<file path="config.mk">
export PLATFORM = sky130hd
export DESIGN_NAME = length_prefixed_batch_deframer
export DESIGN_NICKNAME = d
export VERILOG_FILES = /design/src/rtl/core/lpbd_pkg.sv /design/src/rtl/core/lpbd_parser.sv /design/src/rtl/core/length_prefixed_batch_deframer.sv
export SDC_FILE = /design/constraint.sdc
export NUM_CORES = 1
export LEC_CHECK = 0
export BUFFER_PORTS_ARGS = -buffer_cell sky130_fd_sc_hd__buf_2
export CAP_MARGIN = 20
export CORE_MARGIN = 2
export CORE_UTILIZATION = 61
export CTS_CLUSTER_DIAMETER = 80
export DETAILED_ROUTE_END_ITERATION = 8
export PLACE_DENSITY = 0.84
export SLEW_MARGIN = 0
export SYNTH_ARGS = -nofsm -noshare
export SYNTH_HDL_FRONTEND = slang
export SYNTH_SLANG_ARGS = --single-unit
</file>
<file path="constraint.sdc">
create_clock -name clock -period 8.5 [get_ports clock]
set_input_delay 0.85 -clock clock [delete_from_list [all_inputs] [get_ports clock]]
set_output_delay 0.85 -clock clock [all_outputs]
set_load 0.01 [all_outputs]
</file>
<file path="src/rtl/core/lpbd_pkg.sv">
`default_nettype none

package lpbd_pkg;

   // field widths fixed by the stream format
   localparam int unsigned BYTE_BITS  = 8;
   localparam int unsigned SEQ_BITS   = 16;
   localparam int unsigned LEN_BITS   = 16;
   localparam int unsigned COUNT_BITS = 8;

   // a length header is two bytes, high byte first
   localparam int unsigned HDR_BYTES  = 2;

   // input tdata layout, lowest bit first
   localparam int unsigned REQ_DATA_BITS = 48;
   localparam int unsigned REQ_BYTE_LSB  = 0;
   localparam int unsigned REQ_PLEN_LSB  = 8;
   localparam int unsigned REQ_COUNT_LSB = 24;
   localparam int unsigned REQ_BASE_LSB  = 32;

   // result tdata and tuser layout, lowest bit first
   localparam int unsigned RSP_DATA_BITS = 56;
   localparam int unsigned RSP_USER_BITS = 2;

   // header parser phases
   typedef enum logic [3:0] {
      PH_HIGH = 4'b0001,
      PH_LOW  = 4'b0010,
      PH_BODY = 4'b0100,
      PH_DONE = 4'b1000
   } phase_type;

   // one result transaction
   typedef struct packed {
      logic                  byte_valid;
      logic [BYTE_BITS-1:0]  byte_out;
      logic [SEQ_BITS-1:0]   frame_sequence;
      logic [LEN_BITS-1:0]   frame_length;
      logic                  frame_end;
      logic                  packet_end;
      logic [LEN_BITS-1:0]   consumed_bytes;
   } result_type;

endpackage

`default_nettype wire

</file>
<file path="src/rtl/core/lpbd_parser.sv">
`default_nettype none

module lpbd_parser #(
   parameter int unsigned LENGTH_BITS = 16
) (
   input  wire logic                               clock,
   input  wire logic                               reset,
   input  wire logic                               advance,
   input  wire logic [lpbd_pkg::BYTE_BITS-1:0]     data_byte,
   input  wire logic [lpbd_pkg::LEN_BITS-1:0]      packet_length,
   input  wire logic [lpbd_pkg::COUNT_BITS-1:0]    frames_in_packet,
   input  wire logic [lpbd_pkg::SEQ_BITS-1:0]      base_sequence,
   output lpbd_pkg::result_type                    result
);

   localparam int unsigned LB = LENGTH_BITS;

   // packet and parser state
   logic [LB-1:0]                      pos_ff, pos_in;
   logic [LB-1:0]                      len_ff, len_in;
   logic [lpbd_pkg::COUNT_BITS-1:0]    count_ff, count_in;
   logic [lpbd_pkg::SEQ_BITS-1:0]      base_ff, base_in;
   logic [lpbd_pkg::COUNT_BITS-1:0]    index_ff, index_in;
   lpbd_pkg::phase_type                phase_ff, phase_in;
   logic [lpbd_pkg::BYTE_BITS-1:0]     hi_ff, hi_in;
   logic [LB-1:0]                      cur_len_ff, cur_len_in;
   logic [LB-1:0]                      left_ff, left_in;
   logic [LB-1:0]                      consumed_ff, consumed_in;

   // values seen by this byte: fresh ones at the first byte of a packet
   logic                               first;
   logic [LB-1:0]                      plen_masked;
   logic [LB-1:0]                      eff_len;
   logic [lpbd_pkg::COUNT_BITS-1:0]    eff_count;
   logic [lpbd_pkg::SEQ_BITS-1:0]      eff_base;
   logic [lpbd_pkg::COUNT_BITS-1:0]    eff_index;
   lpbd_pkg::phase_type                eff_phase;
   logic [lpbd_pkg::BYTE_BITS-1:0]     eff_hi;
   logic [LB-1:0]                      eff_cur_len;
   logic [LB-1:0]                      eff_left;
   logic [LB-1:0]                      eff_consumed;

   logic [LB-1:0]                      next_pos;
   logic                               pend;
   logic                               hdr_fits;
   logic [2*lpbd_pkg::BYTE_BITS-1:0]   hdr_word;
   logic [LB-1:0]                      hdr_len;
   logic                               hdr_bad;
   logic [LB-1:0]                      left_dec;

   assign first       = (pos_ff == '0);
   assign plen_masked = packet_length[LB-1:0];

   always_comb begin
      if (first) begin
         eff_len      = (plen_masked == '0) ? LB'(1) : plen_masked;
         eff_count    = frames_in_packet;
         eff_base     = base_sequence;
         eff_index    = '0;
         eff_phase    = lpbd_pkg::PH_HIGH;
         eff_hi       = '0;
         eff_cur_len  = '0;
         eff_left     = '0;
         eff_consumed = '0;
      end else begin
         eff_len      = len_ff;
         eff_count    = count_ff;
         eff_base     = base_ff;
         eff_index    = index_ff;
         eff_phase    = phase_ff;
         eff_hi       = hi_ff;
         eff_cur_len  = cur_len_ff;
         eff_left     = left_ff;
         eff_consumed = consumed_ff;
      end
   end

   // position and header checks
   assign next_pos = pos_ff + LB'(1);
   assign pend     = (next_pos >= eff_len);
   assign hdr_fits = ({1'b0, pos_ff} + (LB+1)'(lpbd_pkg::HDR_BYTES)) <= {1'b0, eff_len};
   assign hdr_word = {eff_hi, data_byte};
   assign hdr_len  = hdr_word[LB-1:0];
   assign hdr_bad  = (hdr_len == '0) ||
                     (({1'b0, next_pos} + {1'b0, hdr_len}) > {1'b0, eff_len});
   assign left_dec = eff_left - LB'(1);

   // per-byte step
   always_comb begin
      len_in      = eff_len;
      count_in    = eff_count;
      base_in     = eff_base;
      index_in    = eff_index;
      phase_in    = eff_phase;
      hi_in       = eff_hi;
      cur_len_in  = eff_cur_len;
      left_in     = eff_left;
      consumed_in = eff_consumed;
      pos_in      = pend ? '0 : next_pos;

      result                = '0;
      result.packet_end     = pend;

      if (eff_count <= lpbd_pkg::COUNT_BITS'(1)) begin
         // whole payload is one frame
         result.byte_valid     = 1'b1;
         result.frame_sequence = eff_base;
         result.frame_length   = lpbd_pkg::LEN_BITS'(eff_len);
         result.frame_end      = pend;
         consumed_in           = next_pos;
      end else begin
         unique case (eff_phase)
            lpbd_pkg::PH_HIGH: begin
               if ((eff_index < eff_count) && hdr_fits) begin
                  hi_in       = data_byte;
                  consumed_in = next_pos;
                  phase_in    = lpbd_pkg::PH_LOW;
               end else begin
                  phase_in = lpbd_pkg::PH_DONE;
               end
            end
            lpbd_pkg::PH_LOW: begin
               consumed_in = next_pos;
               if (hdr_bad) begin
                  // skipped frame still uses up its index
                  index_in = eff_index + lpbd_pkg::COUNT_BITS'(1);
                  phase_in = lpbd_pkg::PH_HIGH;
               end else begin
                  cur_len_in = hdr_len;
                  left_in    = hdr_len;
                  phase_in   = lpbd_pkg::PH_BODY;
               end
            end
            lpbd_pkg::PH_BODY: begin
               result.byte_valid     = 1'b1;
               result.frame_sequence = eff_base + lpbd_pkg::SEQ_BITS'(eff_index);
               result.frame_length   = lpbd_pkg::LEN_BITS'(eff_cur_len);
               consumed_in           = next_pos;
               left_in               = left_dec;
               if (left_dec == '0) begin
                  result.frame_end = 1'b1;
                  index_in         = eff_index + lpbd_pkg::COUNT_BITS'(1);
                  phase_in         = lpbd_pkg::PH_HIGH;
               end
            end
            lpbd_pkg::PH_DONE: begin
               phase_in = lpbd_pkg::PH_DONE;
            end
            default: begin
               phase_in = lpbd_pkg::PH_DONE;
            end
         endcase
      end

      if (result.byte_valid) begin
         result.byte_out = data_byte;
      end
      if (pend) begin
         result.consumed_bytes = lpbd_pkg::LEN_BITS'(consumed_in);
      end
   end

   // control state
   always_ff @(posedge clock) begin
      if (reset) begin
         pos_ff   <= '0;
         phase_ff <= lpbd_pkg::PH_HIGH;
         index_ff <= '0;
         count_ff <= '0;
      end else if (advance) begin
         pos_ff   <= pos_in;
         phase_ff <= phase_in;
         index_ff <= index_in;
         count_ff <= count_in;
      end
   end

   // packet fields and counters, loaded fresh at each packet start
   always_ff @(posedge clock) begin
      if (advance) begin
         len_ff      <= len_in;
         base_ff     <= base_in;
         hi_ff       <= hi_in;
         cur_len_ff  <= cur_len_in;
         left_ff     <= left_in;
         consumed_ff <= consumed_in;
      end
   end

   // a packet end always returns to the packet start
   assert property (@(posedge clock) disable iff (reset)
      advance && result.packet_end |=> pos_ff == '0)
      else $error("position not cleared after packet end");

   // a frame end only marks a delivered byte
   assert property (@(posedge clock) disable iff (reset)
      advance && result.frame_end |-> result.byte_valid)
      else $error("frame end on an undelivered byte");

   // in batch mode bytes are only delivered from a frame body
   assert property (@(posedge clock) disable iff (reset)
      advance && !first && (count_ff > lpbd_pkg::COUNT_BITS'(1)) && result.byte_valid
      |-> phase_ff == lpbd_pkg::PH_BODY)
      else $error("byte delivered outside a frame body");

   // consumed count never runs past the packet length
   assert property (@(posedge clock) disable iff (reset)
      advance && result.packet_end
      |-> result.consumed_bytes <= lpbd_pkg::LEN_BITS'(eff_len))
      else $error("consumed count beyond packet length");

endmodule

`default_nettype wire

</file>
<file path="src/rtl/core/length_prefixed_batch_deframer.sv">
// Length-prefixed batch deframer.
// The req channel carries one payload byte per transaction together with the
// packet length, batched frame count and base sequence; the last three are
// only looked at on the first byte of each packet. The rsp channel returns
// exactly one transaction per input byte, in order: tuser flags whether the
// byte belongs to a delivered frame and whether it ends that frame, tlast
// marks the last byte of the packet, and tdata carries the byte, the frame
// sequence (base plus frame index), the frame length and, on the packet's
// last byte, the count of bytes consumed by parsing.
// An accepted byte waits in the input register, then the header parser
// processes it into the result register, from which rsp shows it. Throughput
// is one byte per cycle while the receiver does not stall, set by the
// combinational header parser between the input register and the result
// register; the parser state advances once per byte.
// Reset clears both registers' valid flags and puts the parser at the start
// of a packet. When the receiver stalls, the result register holds, the input
// register takes one more byte, and req_tready then drops until rsp moves.
`default_nettype none

module length_prefixed_batch_deframer #(
   parameter int unsigned LENGTH_BITS = 16
) (
   input  wire logic                                 clock,
   input  wire logic                                 reset,
   input  wire logic                                 req_tvalid,
   output      logic                                 req_tready,
   // data_byte, packet_length, frames_in_packet, base_sequence
   input  wire logic [lpbd_pkg::REQ_DATA_BITS-1:0]   req_tdata,
   output      logic                                 rsp_tvalid,
   input  wire logic                                 rsp_tready,
   // byte_out, frame_sequence, frame_length, consumed_bytes
   output      logic [lpbd_pkg::RSP_DATA_BITS-1:0]   rsp_tdata,
   // byte_valid, frame_end
   output      logic [lpbd_pkg::RSP_USER_BITS-1:0]   rsp_tuser,
   // packet_end
   output      logic                                 rsp_tlast
);

   logic                                  in_valid_ff;
   logic [lpbd_pkg::REQ_DATA_BITS-1:0]    in_data_ff;
   logic                                  out_valid_ff;
   lpbd_pkg::result_type                  out_ff;
   lpbd_pkg::result_type                  step_result;
   logic                                  advance;

   // move a byte from the input register to the result register
   assign advance    = in_valid_ff && (!out_valid_ff || rsp_tready);
   assign req_tready = !in_valid_ff || advance;

   // input register
   always_ff @(posedge clock) begin
      if (reset) begin
         in_valid_ff <= 1'b0;
      end else if (req_tready) begin
         in_valid_ff <= req_tvalid;
      end
   end

   always_ff @(posedge clock) begin
      if (req_tready && req_tvalid) begin
         in_data_ff <= req_tdata;
      end
   end

   lpbd_parser #(
      .LENGTH_BITS (LENGTH_BITS)
   ) u_parser (
      .clock            (clock),
      .reset            (reset),
      .advance          (advance),
      .data_byte        (in_data_ff[lpbd_pkg::REQ_BYTE_LSB +: lpbd_pkg::BYTE_BITS]),
      .packet_length    (in_data_ff[lpbd_pkg::REQ_PLEN_LSB +: lpbd_pkg::LEN_BITS]),
      .frames_in_packet (in_data_ff[lpbd_pkg::REQ_COUNT_LSB +: lpbd_pkg::COUNT_BITS]),
      .base_sequence    (in_data_ff[lpbd_pkg::REQ_BASE_LSB +: lpbd_pkg::SEQ_BITS]),
      .result           (step_result)
   );

   // result register
   always_ff @(posedge clock) begin
      if (reset) begin
         out_valid_ff <= 1'b0;
      end else if (!out_valid_ff || rsp_tready) begin
         out_valid_ff <= in_valid_ff;
      end
   end

   always_ff @(posedge clock) begin
      if (advance) begin
         out_ff <= step_result;
      end
   end

   // result packing
   assign rsp_tvalid = out_valid_ff;
   assign rsp_tdata  = {out_ff.consumed_bytes, out_ff.frame_length,
                        out_ff.frame_sequence, out_ff.byte_out};
   assign rsp_tuser  = {out_ff.frame_end, out_ff.byte_valid};
   assign rsp_tlast  = out_ff.packet_end;

endmodule

`default_nettype wire
</file>
==> results of run 1 <==
[worst min-delay path: stages (launching register included)]
cell,delay (ns)
sky130_fd_sc_hd__dfxtp_1,0.31
sky130_fd_sc_hd__o21ai_0,0.07
sky130_fd_sc_hd__a21oi_1,0.06
[synth_stat cells (all sizes together), types with 24 or more instances]
master,number
clkbuf,48
xnor2,40
ha,83
buf,24
dfxtp,38
and2,25
mux2i,38
o21ai,78
nand3,43
inv,49
a21oi,86
edfxtp,195
nor2,69
nand2,158
[per-layer routing]
layer / GRT usage (%) / up-vias / routed length [um]
li1: - / 4937 / -
met1: 43.2 / 5153 / 14400
met2: 47.0 / 582 / 16100
met3: 4.46 / 65 / 3260
met4: 8.89 / 0 / 829
met5: 0 / - / 0
[per-stage QoR]
stage               util, %  cells  power (W)
global placement       65.1   1613    0.00172
finish                 68.8   1658    0.00277
global route           68.8   1658    0.00286
floorplan                 -   1275    0.00162
CTS                    68.7   1657    0.00277
detailed placement     65.1   1613    0.00173
[logic make-up after synthesis]
kind of cell               Yosys count  synth area share, %
DFF                                233                 49.7
xor gates and xnor gates            57                 3.85
adders and majority gates           87                 8.25
buffers and inverters              122                 3.70
and+or+nand+nor                    423                 15.7
muxes                               45                 3.45
AOI/OAI and AO/OA                  308                 15.3
[sequential cells by signal (all words and copies together) (netlist names)]
signal,flops
rsp_tdata,56
in_data_ff,48
u_parser.base_ff,16
u_parser.consumed_ff,16
u_parser.cur_len_ff,16
u_parser.left_ff,16
u_parser.len_ff,16
u_parser.pos_ff,16
u_parser.count_ff,8
u_parser.hi_ff,8
u_parser.index_ff,8
u_parser.phase_ff,4
rsp_tuser,2
in_valid_ff,1
rsp_tlast,1
rsp_tvalid,1
[area by class of cell]
cell class | instances | area [um^2] | share of cell area [%]
sequential | 233 | 6620 | 44.5
multi-input combinational | 920 | 6230 | 41.9
timing repair buffer | 131 | 711 | 4.78
clock buffer | 30 | 644 | 4.33
tap | 280 | 350 | 2.36
inverter | 50 | 193 | 1.30
clock inverter | 14 | 130 | 0.875
[worst paths after layout]
path                            end  slack, ns                 start  depth (start not counted)
min            u_parser.count_ff[0]       0.48  u_parser.count_ff[0]                          2
max reg2reg  u_parser.cur_len_ff[9]       1.43    u_parser.pos_ff[0]                         23
max          u_parser.cur_len_ff[9]       1.43    u_parser.pos_ff[0]                         23
min reg2reg    u_parser.count_ff[0]       0.48  u_parser.count_ff[0]                          2
[report_power, final]
part,internal (W),leakage [nW],switching [W]
clock,0.000601,0.371,0.000447
combinational,0.000133,3.42,0.000243
sequential,0.00131,2.19,0.0000387
==> run metrics, run 1 <==
Core Box Area 21600 um^2; CTS Buffer Depth 3; die area 23000 um^2; Fin Clk Skew 0.0155 ns; total congestion overflow after global routing 0; cell family with the largest share of critical-path delay simple AND/OR/NAND/NOR gates; Final Worst Setup Slack 1.43 ns; via count of the first global-routing pass 10.0k; maximum level of the CTS H-tree 1; Req. time, crit path 8.76 ns; fill cell instance count of the final layout 1618; Port Buffers 112; Horiz. Die Dim 152 um; CTS Hold Buffers Added 0; Max-Cap Viols 0; area of the mapped netlist 13300 um^2; overall global routing resource usage 29.9%; share of the yosys chip area belonging to registers 49.7%; Wirelength per Cell 20.9 um; commonest non-fill, non-tap cell in the layout sky130_fd_sc_hd__edfxtp_1; worst skew pair latency 0.53 ns; routed vias/inst 6.48; cell with the largest stage delay on the worst path sky130_fd_sc_hd__nor3_4; primary flip-flop cell chosen by synthesis mapping sky130_fd_sc_hd__edfxtp_1; setup total negative slack 0 ns; number of synthesized flops with an enable pin 195; initial standard-cell utilization of the core 61.6%; clk sinks 233; final period demand of the worst path 7.07 ns; TritonCTS buffer count 25; Vias 10.7k; Peak VDD IR 0.161 mV; number of DRC violations after detailed-routing iteration 0 1213; synthesized netlist net count 1412; crit path cell chain inv_1, ha_1, or4b_4, nor4_4, buf_4, a211o_1, a221oi_1, a311oi_2, nor2_1, maj3_1, a21oi_1, xnor2_1, ha_1, and3_1, a221oi_1, o21ai_0, a2111oi_0, o21ba_2, o31ai_4, nor3_4, buf_4, mux2i_1, nor2_1; final clock period utilization by the worst path 83.2%; placer's final routability congestion estimate 0.943; clock root buffer master sky130_fd_sc_hd__clkbuf_16; worst relative slew slack 35.5%; Buffers & Inverters on Critical Path 3; DP Wirelength 24100 um; maximum fanout count along the critical path 42; wire length of the first global-routing pass 53700 um; number of rows in the core area 54; post-CTS repair timing setup buffer count 0; fraction of synthesis flops using an asynchronous set or reset pin 0%; Crit. End Element register; clock transition at the registers of the reported paths 0.07 ns; antenna violations before repair 0; Final Setup Violations 0; Design Area, Final 14900 um^2; final hold violation count 0; Place WS 1.59 ns; Critical Path Source Type register; TritonCTS clock tree built; number of diodes added for antenna fixing 0; post-route ant nets 0; flop and latch count out of synthesis 233; RSZ-0062 raised after global routing no; run status complete, no violations; fraction of layout cells with a size suffix above 1 14.7%; maximum number of pins on one net before global-route repair 106; power density over the cells 186 nW/um^2; path type of the worst setup path reg -> reg; Worst Hold Class reg -> reg; Mapped Avg Cell Area 10.4 um^2; signed area change from the synthesized netlist to the final layout 11.6%; max-slew violation count 0; highest clock rate 141 MHz; nets@finish 1498; worst-case hold slack 0.480 ns; total number of yosys warnings 0; Yosys top cell by area sky130_fd_sc_hd__edfxtp_1; worst-margin pin slew 0.968 ns; critical path arrival 7.33 ns; distinct cell type count after synthesis 89; leak pwr 5.98 nW; leading cell types in the layout, fill and taps excluded sky130_fd_sc_hd__edfxtp_1, sky130_fd_sc_hd__nand2_1, sky130_fd_sc_hd__buf_2; critical path's largest stage delay 0.71 ns; post-CTS resize count 0; cell types occupying the most area after synthesis sky130_fd_sc_hd__edfxtp_1, sky130_fd_sc_hd__ha_1, sky130_fd_sc_hd__dfxtp_1, sky130_fd_sc_hd__nand2_1, sky130_fd_sc_hd__a21oi_1; Routed WL 34600 um; final routed DRC violation total 0; ports placed on the boundary 113; area share of the largest cell type after synthesis 44.0%; vertical die dimension 152 um; Placed Area 14100 um^2; number of instances in the synthesized netlist 1275; detailed-router iteration count before antenna repair 6
Note: power is estimated with default switching activity, not from simulation.
==> run 2: changes to the inputs <==
==> constraint.sdc (replaced) <==
create_clock -name clock -period 7.3 [get_ports clock]
set_input_delay 0.73 -clock clock [delete_from_list [all_inputs] [get_ports clock]]
set_output_delay 0.73 -clock clock [all_outputs]
set_load 0.01 [all_outputs]
==> run 2 against run 1 <==
  * Via count increased by 1.4%
  * Final area is 0.62% higher
  * Setup slack lost 0.74 ns
  * Clock skew is 0.0047 ns lower
  * Clock-buffer cell count increased by 2
  * Register-to-register slack got worse by 0.74 ns
  * Maximum frequency is 6.9% higher
  * Die area unchanged
  * First-iteration DRC count rose by 12%
  * Critical path type unchanged
  * Highest routed layer is now met5
==> run metrics, run 2 (synthesis results as in run 1) <==
run status complete, no violations; startpoint of the lowest-slack hold path req_tdata[10]; worst-margin pin slew 1.04 ns (+0.0675 ns); Critical Path Source Type register; non-filler instance count after layout 1671 (+0.78%); R2R Path End u_parser.cur_len_ff[7]; share of total power in the clock network 37.3% (-0.5 points); cell with the largest stage delay on the worst path sky130_fd_sc_hd__nor3_4; ports placed on the boundary 113 (unchanged); antenna violations before repair 2 (+2); path type of the worst setup path reg -> reg; Core Box Area 21600 um^2 (unchanged); clock transition at the registers of the reported paths 0.06 ns (about the same); launch instance of the worst register-to-register path u_parser.pos_ff[2]; die area 23000 um^2 (unchanged); Max-Cap Viols 0 (unchanged); flop-to-flop setup slack 0.69 ns (-0.74 ns); Crit. End Element register; number of diodes added for antenna fixing 0 (unchanged); power density over the cells 216 nW/um^2 (+16%); post-CTS repair timing setup buffer count 0 (unchanged); leading cell types in the layout, fill and taps excluded sky130_fd_sc_hd__edfxtp_1, sky130_fd_sc_hd__nand2_1, sky130_fd_sc_hd__buf_2; maximum level of the CTS H-tree 1 (unchanged); nets@finish 1515 (+1.1%); post-route ant nets 0 (unchanged); commonest non-fill, non-tap cell in the layout sky130_fd_sc_hd__edfxtp_1; initial standard-cell utilization of the core 61.6% (unchanged); Final Setup Violations 0 (unchanged); worst hold path stage count 1 (-1); Routed WL 35800 um (+3.5%); share of power burned in combinational logic 14.2% (+0.6 points); via count of the first global-routing pass 10.1k (+1.1%); critical path's largest stage delay 0.64 ns (-0.07 ns); Vias 10.9k (+1.4%); Final Worst Setup Slack 0.685 ns (-0.740 ns); highest clock rate 151 MHz (+6.9%); Port Buffers 112 (unchanged); vertical die dimension 152 um (unchanged); TritonCTS buffer count 25 (unchanged); critical path arrival 6.90 ns (-0.43 ns); fill cell instance count of the final layout 1598 (-1.2%); maximum number of pins on one net before global-route repair 104 (-1.9%); number of rows in the core area 54 (unchanged); switching power of the nets 0.000845 W (+16%); setup total negative slack 0 ns (unchanged); routed vias/inst 6.52 (+0.62%); max FFs per register 56 (unchanged); clk sinks 233 (unchanged); Place WS 0.833 ns (-0.753 ns); signed area change from the synthesized netlist to the final layout 12.3%; fin util 69.2% (+0.43 points); CTS Hold Buffers Added 0 (unchanged); clock root buffer master sky130_fd_sc_hd__clkbuf_16; post-CTS resize count 0 (unchanged); overall global routing resource usage 30.8% (+0.88 points); Wirelength per Cell 21.4 um (+2.7%); part of the power in registers 48.5% (about the same); Horiz. Die Dim 152 um (unchanged); RSZ-0062 raised after global routing no; Top cell by count, worst path sky130_fd_sc_hd__ha_1; number of cells on the worst reg-to-reg path 23 (unchanged); max-slew violation count 0 (unchanged); detailed-router iteration count before antenna repair 6 (unchanged); final routed DRC violation total 0 (unchanged); leak pwr 6.06 nW (+1.3%); final period demand of the worst path 6.61 ns (-0.460 ns); fraction of layout cells with a size suffix above 1 15.5% (+0.87 points); Worst Hold Class in -> reg; wire length of the first global-routing pass 54900 um (+2.2%); worst-case hold slack 0.373 ns (-0.108 ns); Req. time, crit path 7.58 ns (-1.18 ns); crit path cell chain ha_1, nand2_1, nor4_1, xnor2_1, inv_1, ha_1, o211ai_1, o311a_1, a21o_2, nor2_1, maj3_1, a21oi_1, xnor2_1, ha_1, a21o_1, a221oi_1, o21ai_0, a2111oi_0, o21ba_2, o31ai_4, nor3_4, nor2_1, a22o_1; total congestion overflow after global routing 0 (unchanged); maximum fanout count along the critical path 15 (-64%); CTS Buffer Depth 3 (unchanged); worst hold path endpoint in_data_ff[10]; Peak VDD IR 0.180 mV (+12%); placer's final routability congestion estimate 1.03 (+8.7%); worst skew pair latency 0.53 ns (about the same); final clock period utilization by the worst path 90.6% (+7.4 points); DP Wirelength 25100 um (+4.0%); final hold violation count 0 (unchanged); Power Internal 0.00238 W (+17%); Fin Clk Skew 0.0108 ns (-0.00470 ns); TritonCTS clock tree built; number of DRC violations after detailed-routing iteration 0 1357 (+12%); switching portion of total power 26.2% (-0.10 points); Post-Place Cells 1631 (+1.1%); CP startpoint u_parser.pos_ff[2]; worst relative slew slack 30.5% (-4.9 points)
==> run 2: through the flow <==
stage | cell area, um^2 | total power [W]
global placement | 14200 | 0.00202
detailed placement | 14200 | 0.00204
global route | 15000 | 0.00334
CTS | 15000 | 0.00323
floorplan | 13300 | 0.00188
finish | 15000 | 0.00323
==> run 2: layout make-up <==
| cell class | instances | area, um^2 | share of cell area, % |
|---|---|---|---|
| Clock inverter | 8 | 95.1 | 0.635 |
| Multi-Input combinational cell | 920 | 6230 | 41.6 |
| Sequential cell | 233 | 6620 | 44.2 |
| Timing Repair Buffer | 148 | 831 | 5.55 |
| Tap cell | 280 | 350 | 2.34 |
| Inverter | 50 | 193 | 1.29 |
| Clock buffer | 32 | 652 | 4.36 |
==> run 2: worst max-delay path, delay by kind of cell (launching register included) <==
kind | cells | cell delay, ns
buf+inv | 1 | 0.18
flops | 1 | 0.54
compound gates | 11 | 2.26
simple gates | 5 | 1.55
fa+ha+maj | 4 | 1.33
xor+xnor | 2 | 0.47
==> run 2: per-layer routing <==
layer | vias up | track usage [%] | routed length [um] | share of wire (%)
met5 | - | 0 | 36 | 0.10
met4 | 2 | 11.1 | 1260 | 3.5
met3 | 91 | 6.65 | 3400 | 9.5
met2 | 623 | 47.6 | 16200 | 45
met1 | 5198 | 42.9 | 14900 | 42
li1 | 4974 | - | - | -
==> run 2: power by group through the flow <==
stage | Combinational [W] | Sequential, W | Clock, W
final | 0.000458 | 0.00157 | 0.00120
after global routing | 0.000496 | 0.00157 | 0.00127
after CTS | 0.000449 | 0.00156 | 0.00122
after detailed placement | 0.000445 | 0.00159 | 0
after global placement | 0.000429 | 0.00159 | 0
after floorplan | 0.000290 | 0.00159 | 0
==> run 2: worst max-delay path by stage <==
| stage | endpoint | slack [ns] | cells after the start |
|---|---|---|---|
| 2_1_floorplan | u_parser.left_ff[5] | 0.98 | 29 |
| 3_3_place_gp | u_parser.cur_len_ff[9] | 0.97 | 27 |
| 3_5_place_dp | u_parser.cur_len_ff[2] | 0.83 | 23 |
| 4_1_cts | u_parser.cur_len_ff[7] | 0.82 | 23 |
| 5_1_grt | u_parser.cur_len_ff[9] | 0.16 | 26 |
| 6_report | u_parser.cur_len_ff[7] | 0.69 | 23 |
